### src/rtl/gzmh_pkg.sv
// Package: shared types and constants for the gzip member header parser.
`default_nettype none

package gzmh_pkg;

  localparam logic [7:0] MAGIC_FIRST    = 8'h1f;
  localparam logic [7:0] MAGIC_SECOND   = 8'h8b;
  localparam logic [7:0] METHOD_DEFLATE = 8'd8;
  localparam logic [7:0] FLAGS_RESERVED = 8'hE0;
  localparam logic [15:0] FIXED_SKIP_LEN = 16'd6;

  // Flag bit positions inside the five captured flag bits
  localparam int unsigned FLB_HCRC    = 1;
  localparam int unsigned FLB_EXTRA   = 2;
  localparam int unsigned FLB_NAME    = 3;
  localparam int unsigned FLB_COMMENT = 4;

  typedef enum logic [2:0] {
    K_HEADER    = 3'd0,
    K_LAST      = 3'd1,
    K_PAYLOAD   = 3'd2,
    K_BADMAGIC  = 3'd3,
    K_BADMETHOD = 3'd4,
    K_BADFLAGS  = 3'd5
  } kind_t;

  typedef enum logic [13:0] {
    PH_MAGIC1  = 14'b00000000000001,
    PH_MAGIC2  = 14'b00000000000010,
    PH_METHOD  = 14'b00000000000100,
    PH_FLAGS   = 14'b00000000001000,
    PH_FIXED   = 14'b00000000010000,
    PH_XLEN_LO = 14'b00000000100000,
    PH_XLEN_HI = 14'b00000001000000,
    PH_XSKIP   = 14'b00000010000000,
    PH_NAME    = 14'b00000100000000,
    PH_COMMENT = 14'b00001000000000,
    PH_HCRC_LO = 14'b00010000000000,
    PH_HCRC_HI = 14'b00100000000000,
    PH_PAYLOAD = 14'b01000000000000,
    PH_ERROR   = 14'b10000000000000
  } phase_t;

  // Header section just finished by the current byte
  typedef enum logic [2:0] {
    SEC_FIXED   = 3'd0,
    SEC_EXTRA   = 3'd1,
    SEC_NAME    = 3'd2,
    SEC_COMMENT = 3'd3,
    SEC_HCRC    = 3'd4
  } section_t;

endpackage : gzmh_pkg

`default_nettype wire

### src/rtl/gzmh_if.sv
// Interfaces: valid/ready byte input channel and result channel.
`default_nettype none

interface gzmh_in_if;
  logic       valid;
  logic       ready;
  logic [7:0] data_byte;
  logic       start_of_member;

  modport source (output valid, output data_byte, output start_of_member, input ready);
  modport sink   (input valid, input data_byte, input start_of_member, output ready);
endinterface : gzmh_in_if

interface gzmh_out_if;
  logic        valid;
  logic        ready;
  logic [2:0]  kind;
  logic [7:0]  byte_out;
  logic [4:0]  header_flags;
  logic [15:0] stored_header_crc;

  modport source (output valid, output kind, output byte_out, output header_flags,
                  output stored_header_crc, input ready);
  modport sink   (input valid, input kind, input byte_out, input header_flags,
                  input stored_header_crc, output ready);
endinterface : gzmh_out_if

`default_nettype wire

### src/rtl/gzip_member_header_parser.sv
// Top level: gzip member header parser, one byte per cycle while the result register is not stalled.
// Each transferred byte's result is loaded into the result register at the edge that takes the byte.
// Throughput: one byte per cycle; the single result register sets the pace, and the
//   input is taken whenever that register is empty or is being emptied in the same cycle.
// Reset: synchronous, active-low rst_n; parser returns to "expect first magic byte"
//   with flags, skip count, held byte and captured header CRC cleared, output empty.
`default_nettype none

module gzip_member_header_parser
  import gzmh_pkg::*;
(
  input  wire          clk,
  input  wire          rst_n,
  gzmh_in_if.sink      in_if,
  gzmh_out_if.source   out_if
);

  // Parser state
  phase_t      phase_r,    phase_nxt;
  logic [4:0]  flags_r,    flags_nxt;
  logic [15:0] skip_r,     skip_nxt;
  logic [7:0]  held_r,     held_nxt;
  logic [15:0] hcrc_r,     hcrc_nxt;

  // Result register
  logic        out_valid_r;
  kind_t       kind_r,     kind_nxt;
  logic [7:0]  byte_r;

  logic        in_fire;

  // Take a new byte when the result register is empty or drains this cycle
  assign in_if.ready = !out_valid_r || out_if.ready;
  assign in_fire     = in_if.valid && in_if.ready;

  // Pick the next optional section after the one just finished
  function automatic phase_t next_section(input section_t done, input logic [4:0] fl);
    phase_t ph;
    ph = PH_PAYLOAD;
    priority if (done < SEC_EXTRA && fl[FLB_EXTRA])       ph = PH_XLEN_LO;
    else if (done < SEC_NAME && fl[FLB_NAME])             ph = PH_NAME;
    else if (done < SEC_COMMENT && fl[FLB_COMMENT])       ph = PH_COMMENT;
    else if (done < SEC_HCRC && fl[FLB_HCRC])             ph = PH_HCRC_LO;
    else                                                  ph = PH_PAYLOAD;
    return ph;
  endfunction

  always_comb begin
    phase_t      ph;
    logic [4:0]  fl;
    logic [15:0] sk;
    logic [7:0]  hb;
    logic [15:0] hc;
    logic [7:0]  b;
    logic        done_vld;
    section_t    done_sec;

    b        = in_if.data_byte;
    ph       = phase_r;
    fl       = flags_r;
    sk       = skip_r;
    hb       = held_r;
    hc       = hcrc_r;
    done_vld = 1'b0;
    done_sec = SEC_FIXED;
    kind_nxt = K_HEADER;

    // A start mark restarts the header walk with everything cleared
    if (in_if.start_of_member) begin
      ph = PH_MAGIC1;
      fl = '0;
      sk = '0;
      hb = '0;
      hc = '0;
    end

    phase_nxt = ph;
    flags_nxt = fl;
    skip_nxt  = sk;
    held_nxt  = hb;
    hcrc_nxt  = hc;

    unique case (ph)
      PH_MAGIC1: begin
        held_nxt  = b;
        phase_nxt = PH_MAGIC2;
      end
      PH_MAGIC2: begin
        if (hb != MAGIC_FIRST || b != MAGIC_SECOND) begin
          kind_nxt  = K_BADMAGIC;
          phase_nxt = PH_ERROR;
        end else begin
          phase_nxt = PH_METHOD;
        end
      end
      PH_METHOD: begin
        if (b != METHOD_DEFLATE) begin
          kind_nxt  = K_BADMETHOD;
          phase_nxt = PH_ERROR;
        end else begin
          phase_nxt = PH_FLAGS;
        end
      end
      PH_FLAGS: begin
        if ((b & FLAGS_RESERVED) != 8'd0) begin
          kind_nxt  = K_BADFLAGS;
          phase_nxt = PH_ERROR;
        end else begin
          flags_nxt = b[4:0];
          skip_nxt  = FIXED_SKIP_LEN;
          phase_nxt = PH_FIXED;
        end
      end
      PH_FIXED: begin
        skip_nxt = sk - 16'd1;
        if (skip_nxt == 16'd0) begin
          done_vld = 1'b1;
          done_sec = SEC_FIXED;
        end
      end
      PH_XLEN_LO: begin
        held_nxt  = b;
        phase_nxt = PH_XLEN_HI;
      end
      PH_XLEN_HI: begin
        skip_nxt = {b, hb};
        if (skip_nxt == 16'd0) begin
          done_vld = 1'b1;
          done_sec = SEC_EXTRA;
        end else begin
          phase_nxt = PH_XSKIP;
        end
      end
      PH_XSKIP: begin
        skip_nxt = sk - 16'd1;
        if (skip_nxt == 16'd0) begin
          done_vld = 1'b1;
          done_sec = SEC_EXTRA;
        end
      end
      PH_NAME: begin
        if (b == 8'd0) begin
          done_vld = 1'b1;
          done_sec = SEC_NAME;
        end
      end
      PH_COMMENT: begin
        if (b == 8'd0) begin
          done_vld = 1'b1;
          done_sec = SEC_COMMENT;
        end
      end
      PH_HCRC_LO: begin
        held_nxt  = b;
        phase_nxt = PH_HCRC_HI;
      end
      PH_HCRC_HI: begin
        hcrc_nxt = {b, hb};
        done_vld = 1'b1;
        done_sec = SEC_HCRC;
      end
      PH_PAYLOAD: begin
        kind_nxt = K_PAYLOAD;
      end
      default: begin
        // Error is sticky until the next start mark
        kind_nxt  = K_BADFLAGS;
        phase_nxt = PH_ERROR;
      end
    endcase

    // Advance to the next present section; mark the header's final byte
    if (done_vld) begin
      phase_nxt = next_section(done_sec, flags_nxt);
      if (phase_nxt == PH_PAYLOAD) kind_nxt = K_LAST;
    end
  end

  // Parser state advances on each input transfer
  always_ff @(posedge clk) begin
    if (!rst_n) begin
      phase_r <= PH_MAGIC1;
      flags_r <= '0;
      skip_r  <= '0;
      held_r  <= '0;
      hcrc_r  <= '0;
    end else if (in_fire) begin
      phase_r <= phase_nxt;
      flags_r <= flags_nxt;
      skip_r  <= skip_nxt;
      held_r  <= held_nxt;
      hcrc_r  <= hcrc_nxt;
    end
  end

  // Result valid: set on input transfer, drop once the output transfer completes
  always_ff @(posedge clk) begin
    if (!rst_n) begin
      out_valid_r <= 1'b0;
    end else if (in_fire) begin
      out_valid_r <= 1'b1;
    end else if (out_if.ready) begin
      out_valid_r <= 1'b0;
    end
  end

  // Result payload: hold while stalled
  logic [4:0]  out_flags_r;
  logic [15:0] out_hcrc_r;

  always_ff @(posedge clk) begin
    if (in_fire) begin
      kind_r      <= kind_nxt;
      byte_r      <= in_if.data_byte;
      out_flags_r <= flags_nxt;
      out_hcrc_r  <= hcrc_nxt;
    end
  end

  assign out_if.valid             = out_valid_r;
  assign out_if.kind              = kind_r;
  assign out_if.byte_out          = byte_r;
  assign out_if.header_flags      = out_flags_r;
  assign out_if.stored_header_crc = out_hcrc_r;

  // A stalled result must block new input
  a_stall_blocks_input: assert property (@(posedge clk) disable iff (!rst_n)
    (out_valid_r && !out_if.ready) |-> !in_if.ready)
    else $error("input taken while result stalled");

  // A magic or method error leaves the parser in the sticky error phase
  a_error_sticky: assert property (@(posedge clk) disable iff (!rst_n)
    (in_fire && (kind_nxt == K_BADMAGIC || kind_nxt == K_BADMETHOD))
      |=> (phase_r == PH_ERROR))
    else $error("error kind without entering error phase");

  // The last header byte hands over to payload
  a_last_to_payload: assert property (@(posedge clk) disable iff (!rst_n)
    (in_fire && kind_nxt == K_LAST) |=> (phase_r == PH_PAYLOAD))
    else $error("last header byte not followed by payload phase");

  // A start mark consumes the first magic byte with captures cleared
  a_restart_clears: assert property (@(posedge clk) disable iff (!rst_n)
    (in_fire && in_if.start_of_member)
      |=> (phase_r == PH_MAGIC2 && flags_r == 5'd0 && hcrc_r == 16'd0))
    else $error("restart did not clear parser state");

endmodule : gzip_member_header_parser

`default_nettype wire

### src/flat_wrapper.sv
// flat-port wrapper written by rule: the top's interface ports become plain ports
module gzip_member_header_parser_flat import gzmh_pkg::*;
  (clk, rst_n, in_if_valid, in_if_data_byte, in_if_start_of_member, in_if_ready, out_if_valid, out_if_kind, out_if_byte_out, out_if_header_flags, out_if_stored_header_crc, out_if_ready);
  gzmh_in_if in_if_i ();
  gzmh_out_if out_if_i ();
  input  wire clk;
  input  wire rst_n;
  input wire logic [$bits(in_if_i.valid)-1:0] in_if_valid;
  input wire logic [$bits(in_if_i.data_byte)-1:0] in_if_data_byte;
  input wire logic [$bits(in_if_i.start_of_member)-1:0] in_if_start_of_member;
  output wire logic [$bits(in_if_i.ready)-1:0] in_if_ready;
  output wire logic [$bits(out_if_i.valid)-1:0] out_if_valid;
  output wire logic [$bits(out_if_i.kind)-1:0] out_if_kind;
  output wire logic [$bits(out_if_i.byte_out)-1:0] out_if_byte_out;
  output wire logic [$bits(out_if_i.header_flags)-1:0] out_if_header_flags;
  output wire logic [$bits(out_if_i.stored_header_crc)-1:0] out_if_stored_header_crc;
  input wire logic [$bits(out_if_i.ready)-1:0] out_if_ready;
  assign in_if_i.valid = in_if_valid;
  assign in_if_i.data_byte = in_if_data_byte;
  assign in_if_i.start_of_member = in_if_start_of_member;
  assign in_if_ready = in_if_i.ready;
  assign out_if_valid = out_if_i.valid;
  assign out_if_kind = out_if_i.kind;
  assign out_if_byte_out = out_if_i.byte_out;
  assign out_if_header_flags = out_if_i.header_flags;
  assign out_if_stored_header_crc = out_if_i.stored_header_crc;
  assign out_if_i.ready = out_if_ready;
  gzip_member_header_parser u_core (.clk(clk), .rst_n(rst_n), .in_if(in_if_i), .out_if(out_if_i));
endmodule
### config.mk
export PLATFORM = sky130hd
export DESIGN_NAME = gzip_member_header_parser_flat
export DESIGN_NICKNAME = d
export VERILOG_FILES = /design/src/rtl/gzmh_pkg.sv /design/src/rtl/gzmh_if.sv /design/src/rtl/gzip_member_header_parser.sv /design/src/flat_wrapper.sv
export SDC_FILE = /design/constraint.sdc
export NUM_CORES = 1
export LEC_CHECK = 0
export ABC_AREA = 1
export BUFFER_PORTS_ARGS = -buffer_cell sky130_fd_sc_hd__buf_2
export CAP_MARGIN = 0
export CORE_ASPECT_RATIO = 1.2
export CORE_MARGIN = 1
export CORE_UTILIZATION = 25
export CTS_CLUSTER_DIAMETER = 200
export CTS_CLUSTER_SIZE = 8
export DETAILED_ROUTE_END_ITERATION = 10
export GPL_TIMING_DRIVEN = 0
export PLACE_DENSITY = 0.38
export SKIP_LAST_GASP = 1
export SYNTH_ARGS = -nofsm -noshare
export SYNTH_HDL_FRONTEND = slang
export SYNTH_SLANG_ARGS = --single-unit
### constraint.sdc
create_clock -name clk -period 2.6 [get_ports clk]
set_input_delay 0.52 -clock clk [delete_from_list [all_inputs] [get_ports clk]]
set_output_delay 0.52 -clock clk [all_outputs]
set_load 0.01 [all_outputs]
## Yosys cells after proc, flatten, opt, wreduce, memory -nomap -nowiden

Index checks and enable logic that the tools add are counted.

- Add/sub/neg operators: 1
- $lt $le $gt $ge: 4
- Eq/ne operators: 17
- Muxes and demuxes: 39
- Reductions and logical operators: 18

Operators by type and width:

| kind | number |
|---|---|
| 2-to-1 mux 14 bit | 10 |
| case mux 14 bit (8 select lines) | 1 |
| 2-to-1 mux 16 bit | 4 |
| case mux 16 bit (3 select lines) | 1 |
| zero test 16 bit | 2 |
| case mux 3 bit (5 select lines) | 2 |
| == test 14 x 13 -> 1 bit (second input constant) | 2 |
| 2-to-1 mux 8 bit | 2 |
| subtractor 16 x 1 -> 16 bit (second input constant) | 1 |
| 2-to-1 mux 5 bit | 3 |
| == test 14 x 1 -> 1 bit (second input constant) | 1 |
| == test 14 x 10 -> 1 bit (second input constant) | 1 |
| == test 14 x 11 -> 1 bit (second input constant) | 1 |
| == test 14 x 12 -> 1 bit (second input constant) | 1 |
| == test 14 x 2 -> 1 bit (second input constant) | 1 |
| == test 14 x 3 -> 1 bit (second input constant) | 1 |
| == test 14 x 4 -> 1 bit (second input constant) | 1 |
| == test 14 x 5 -> 1 bit (second input constant) | 1 |
| == test 14 x 6 -> 1 bit (second input constant) | 1 |
| == test 14 x 7 -> 1 bit (second input constant) | 1 |
| == test 14 x 8 -> 1 bit (second input constant) | 1 |
| == test 14 x 9 -> 1 bit (second input constant) | 1 |
| 2-to-1 mux 13 bit | 1 |
| 2-to-1 mux 3 bit | 4 |
| 19 further kinds | 34 |

- Register bits: 92
- Input bits: 13
- Output and inout port bits: 34
- Word-level logic and storage cells: 89

## Longest topological paths before layout

- Word-level depth: 15
- Gate-level depth with buffers: 18
- Gate-level depth less buffers: 18

## Worst setup path after synthesis

OpenSTA, ideal clock, no wires.

- Kind: input-to-reg
- Start: in out_if_ready
- End: reg u_core.byte_r[0] (netlist: u_core.out_if.byte_out[0]) (enable)
- Setup time: 409 ps
- Data arrival time: 1975 ps
- Data required time: 2191 ps
- Slack: 216 ps
- Stages: 5
- Cells stage by stage: inv_1 nand2_1 nand2_1 clkinv_1 clkbuf_1

- Word-level cells in the longest chain between the ends: 2

RTL lines:

| element | line | source |
|---|---|---|
| from (decl) | flat_wrapper.sv:17 | `input wire logic [$bits(out_if_i.ready)-1:0] out_if_ready;` |
| logical OR 1 bit | gzip_member_header_parser.sv:33 | `assign in_if.ready = !out_valid_r \|\| out_if.ready;` |
| via in_if_ready | flat_wrapper.sv:11 | `output wire logic [$bits(in_if_i.ready)-1:0] in_if_ready;` |
| logical AND 1 bit | gzip_member_header_parser.sv:34 | `assign in_fire = in_if.valid && in_if.ready;` |
| via u_core.in_fire | gzip_member_header_parser.sv:30 | `logic in_fire;` |
| to (signal assigned) | gzip_member_header_parser.sv:214 | `byte_r <= in_if.data_byte;` |
| to (decl) | gzip_member_header_parser.sv:28 | `logic [7:0] byte_r;` |

The timed path passes the listed nets, and every way through them passes these cells.
A chain may end at the register's enable or synchronous reset.

## Final worst setup path

- Start: in in_if_start_of_member
- End: reg u_core.kind_r[0] (netlist: u_core.out_if.kind[0]) (data pin)

- Word-level cells in the longest chain between the ends: 15
- Elaborated cells between the ends (all ways): 51
- Classes of those cells: add/sub: 1; order compare: 4; eq/ne: 15; mux: 21; reduce/logical: 10

RTL lines:

| element | line | source |
|---|---|---|
| from (decl) | flat_wrapper.sv:10 | `input wire logic [$bits(in_if_i.start_of_member)-1:0] in_if_start_of_member;` |
| 2-to-1 mux 16 bit | gzip_member_header_parser.sv:69 | `if (in_if.start_of_member) begin` |
| subtractor 16 x 1 -> 16 bit | gzip_member_header_parser.sv:115, gzip_member_header_parser.sv:135 |  |
| zero test 16 bit | gzip_member_header_parser.sv:116, gzip_member_header_parser.sv:136 |  |
| 2-to-1 mux 1 bit | gzip_member_header_parser.sv:116, gzip_member_header_parser.sv:136 |  |
| case mux 3 bit (5 select lines) | gzip_member_header_parser.sv:83 | `unique case (ph)` |
| less-than comparator 3 bit | gzip_member_header_parser.sv:43 | `else if (done < SEC_HCRC && fl[FLB_HCRC]) ph = PH_HCRC_LO;` |
| logical AND 1 bit | gzip_member_header_parser.sv:43 |  |
| 2-to-1 mux 13 bit | gzip_member_header_parser.sv:43 |  |
| 2-to-1 mux 14 bit | gzip_member_header_parser.sv:42 | `else if (done < SEC_COMMENT && fl[FLB_COMMENT]) ph = PH_COMMENT;` |
| 2-to-1 mux 14 bit | gzip_member_header_parser.sv:41 | `else if (done < SEC_NAME && fl[FLB_NAME]) ph = PH_NAME;` |
| 2-to-1 mux 14 bit | gzip_member_header_parser.sv:40 | `priority if (done < SEC_EXTRA && fl[FLB_EXTRA]) ph = PH_XLEN_LO;` |
| 2-to-1 mux 14 bit | gzip_member_header_parser.sv:173 | `if (done_vld) begin` |
| == test 14 x 13 -> 1 bit | gzip_member_header_parser.sv:175 | `if (phase_nxt == PH_PAYLOAD) kind_nxt = K_LAST;` |
| 2-to-1 mux 3 bit | gzip_member_header_parser.sv:175 |  |
| 2-to-1 mux 3 bit (*) | gzip_member_header_parser.sv:173 |  |
| via u_core.kind_nxt[0] | gzip_member_header_parser.sv:27 | `kind_t kind_r, kind_nxt;` |
| to (signal assigned) | gzip_member_header_parser.sv:213 | `kind_r <= kind_nxt;` |
| to (decl) | gzip_member_header_parser.sv:27 |  |

Mark *: on every way through the listed nets, which the timed path passes. The rest lies on a longest branch. The select of a mux whose other input is x is not followed.

==> metrics.md <==
| Metric | Value |
|---|---|
| Max stage delay cell, worst path | clkbuf_4 |
| RSZ-0062 raised after global routing | true |
| Cell Chain, Critical Path | clkbuf_4 > inv_6 > buf_8 > nand2_2 > ha_4 > nand3_4 > nor2_4 > nand2_1 > xor2_2 > nor2_2 > nand4_1 > nand3_2 > nand2_2 > nor2_2 > nor2_1 > nand2_1 |
| Sequential Area | 2160 um2 |
| Psw | 1.11 mW |
| Share of flip-flops with an asynchronous set or reset | 0% |
| Tot Pwr | 3.75 mW |
| CTS Sinks | 92 |
| Max Freq | 0.406 GHz |
| Die Span X | 132 um |
| Top Family by Delay on Critical Path | simple AND/OR/NAND/NOR gates |
| Synthesis Warnings | 0 |
| I/O Buffers | 46 |
| Worst-Margin Slew | 695 ps |
| Cell count after synthesis | 718 |
| Yosys cell types | 45 |
| CTS buffer count | 9 |
| Switching share of power | 29.5% |
| Crit path DAT | 2670 ps |
| Crit path buf inv count | 3 |
| Startpoint Class | input pin |
| Drt drc | 0 |
| Syn avg cell area | 7.11 um2 |
| GPL Wtd Cong | 0.910 |
| Fin crit share | 94.7% |
| Clk network pwr share | 39.0% |
| Die H | 158 um |
| Min Tclk post-route | 2460 ps |
| CP peak stage delay | 190 ps |
| Wirelength, routed | 17,800 um |
| First-pass GRT wire length | 27,900 um |
| Internal power | 2.65 mW |
| Ant diodes | 0 |
| Hpwl dp | 13,600 um |
| Crit path kind | in2reg |
| CTS H-tree lvls | 3 |
| Ratio of cells with drive above 1 in the final layout | 16.6% |
| Die area | 21,000 um2 |
| Max Cap Violations | 0 |
| Routed length per placed instance | 17.0 um |
| Largest net degree at the start of global routing | 25 |
| CP required | 2810 ps |
| Syn Nets | 733 |
| Ys flop type | dfxtp_1 |
| Final #Nets | 795 |
| Slew headroom | 53.7% |
| Filler cells | 2,180 |
| Clk pin slew, worst setup/hold paths | 70 ps |
| Initial Utilization | 25.8% |
| Vias post-DR | 5,039 |
| Post-synth EDFFs | 32 |
| Area of the core | 19,800 um2 |
| P_leak | 2.73 nW |
| Multi-input gate area | 2500 um2 |
| Grt ovf | 0 |
| Comb pwr share | 17.4% |
| IO Count | 47 |
| Clk_lat worst skew | 350 ps |
| Yosys reg bits | 92 |
| TritonCTS clock tree | done |
| Count of final setup violators | 0 |
| Proportion of power drawn by flip-flops and latches | 43.7% |
| Hold Fails Final Rpt | 0 |
| Register area share after synthesis | 42.4% |
| Tot GR Track Use | 17.7% |
| Layout area overhead | 20.2% |
| Worst vdd ir | 291 uV |
| Status | complete, no violations |
| Clk_skew | 7.67 ps |
| Finished Layout Cells | 1,046 |
| ANT nets after route | 0 |
| Clock Tree Buf Depth | 2 |
| Mapped Area | 5100 um2 |
| Pwr/cell area | 612 nW/um2 |
| DR vias/cell | 4.82 |
| Crit path max fanout | 10 |
| Cell row count | 56 |
| CP endpoint kind | flop |
| Slew Viols, Final | 0 |
| Hold Crit Class | in2reg |
| Antenna violations before repair | 0 |
| Iteration-0 DRC Markers | 266 |
| Pre-antenna DRT Iters | 5 |
| Post-Place Cells | 1,026 |
| Root buffer cell | clkbuf_16 |
| Via count of the first global-routing pass | 4,972 |
-- per-layer routing --
| layer | wire, um | share of wire [%] | vias to the layer above | track usage [%] |
|---|---|---|---|---|
| met4 | 478 | 2.7 | 0 | 7.94 |
| li1 | - | - | 2497 | - |
| met1 | 7710 | 43 | 2390 | 20.7 |
| met5 | 0 | 0 | - | 0 |
| met2 | 8980 | 50 | 121 | 32.2 |
| met3 | 633 | 3.6 | 31 | 2.36 |
-- state kept, by name (all words and copies together) (netlist names) --
name	count
u_core.skip_r	16
u_core.hcrc_r	16
u_core.out_if.valid	1
u_core.out_if.stored_header_crc	16
u_core.flags_r	5
u_core.phase_r	14
u_core.out_if.byte_out	8
u_core.out_if.kind	3
u_core.held_r	8
u_core.out_if.header_flags	5
-- cells in the mapped netlist, types with 11 or more instances --
cell type	instances	area share, %
nor2_1	98	7.2
clkbuf_1	21	1.5
edfxtp_1	32	19
o21ai_0	71	7.0
dfxtp_1	60	24
o21ai_1	15	1.5
nand3_1	51	5.0
nand4_1	12	1.5
inv_1	86	6.3
nand2_1	122	9.0
a21oi_1	55	5.4
nand2_2	11	1.3
-- cell families after synthesis --
logic type                 Yosys count  share of synthesized area [%]
xor gates and xnor gates             3                          0.515
AOI/OAI and AO/OA                  166                           17.9
DFF                                 92                           42.4
buffers and inverters              129                           10.0
adders and majority gates            2                          0.490
and+or+nand+nor                    326                           28.7
-- cell usage in the layout, fill, tap and decap left out, types with 7 or more instances in the layout --
master,count
a21oi_1,55
buf_2,46
clkbuf_1,20
clkbuf_16,9
dfxtp_1,60
edfxtp_1,32
inv_1,86
inv_2,9
nand2_1,121
nand2_2,12
nand3_1,49
nand4_1,12
nor2_1,93
nor2_2,13
nor3_1,7
o21ai_0,71
o21ai_1,15
o22ai_1,7
-- layout make-up --
type	count	area share (%)
clock buffer	10	3.73
clock inverter	6	1.53
buffer	30	2.51
timing repair buffer	51	4.73
inverter	99	6.18
multi-input combinational	497	40.8
sequential	92	35.2
tap	261	5.32
-- final timing paths --
path                                            start                        end  slack (ps)  depth (start not counted)
worst max-delay path            in_if_start_of_member      u_core.out_if.kind[0]         140                         16
worst min-delay path               in_if_data_byte[5]  u_core.out_if.byte_out[5]         350                          1
worst max register to register      u_core.phase_r[9]      u_core.out_if.kind[0]         220                         15
worst min register to register      u_core.phase_r[6]          u_core.phase_r[6]         470                          2
-- power groups by stage --
stage	Clock, mW	Sequential [mW]	Combinational [mW]
CTS	1.51	1.64	0.640
global route	1.55	1.65	0.732
global placement	0	1.67	0.615
floorplan	0	1.68	0.393
detailed placement	0	1.67	0.627
finish	1.46	1.64	0.652
-- through the flow --
stage	TNS (ps)	hold slack [ps]	utilization [%]	setup WS [ps]	cell area, um2
after floorplan	0	441	-	216	5100
after global placement	-32520	453	28.6	-597	5660
after global routing	-35.5	358	31.0	-26.3	6130
final	0	355	31.0	137	6130
after detailed placement	-9670	458	28.8	-499	5690
after CTS	0	347	30.6	2.68	6050
-- what timing repair did --
| action | in CTS | in global routing |
|---|---|---|
| hold buffers | 0 | 0 |
| endpoints found under the setup margin | 5 | 9 |
| resized for setup | 10 | 14 |
| pin swaps | 1 | 6 |
| setup buffers | 0 | 4 |
| endpoints found under the hold margin | 0 | 0 |
-- worst register-to-register path, cell delays in order (launching register included) --
cell and delay (ps):
dfxtp_1 310, inv_1 80, nor2_1 70, nor2_1 220, nand2_2 140, nor2_8 180, nand2_2 130, nor2_4 200
nand2_1 80, o21a_1 150, nor2_1 130, nand3_2 120, nand2_2 100, nor2_2 60, nor2_1 90, nand2_1 80
Note: power is estimated with default switching activity, not from simulation.
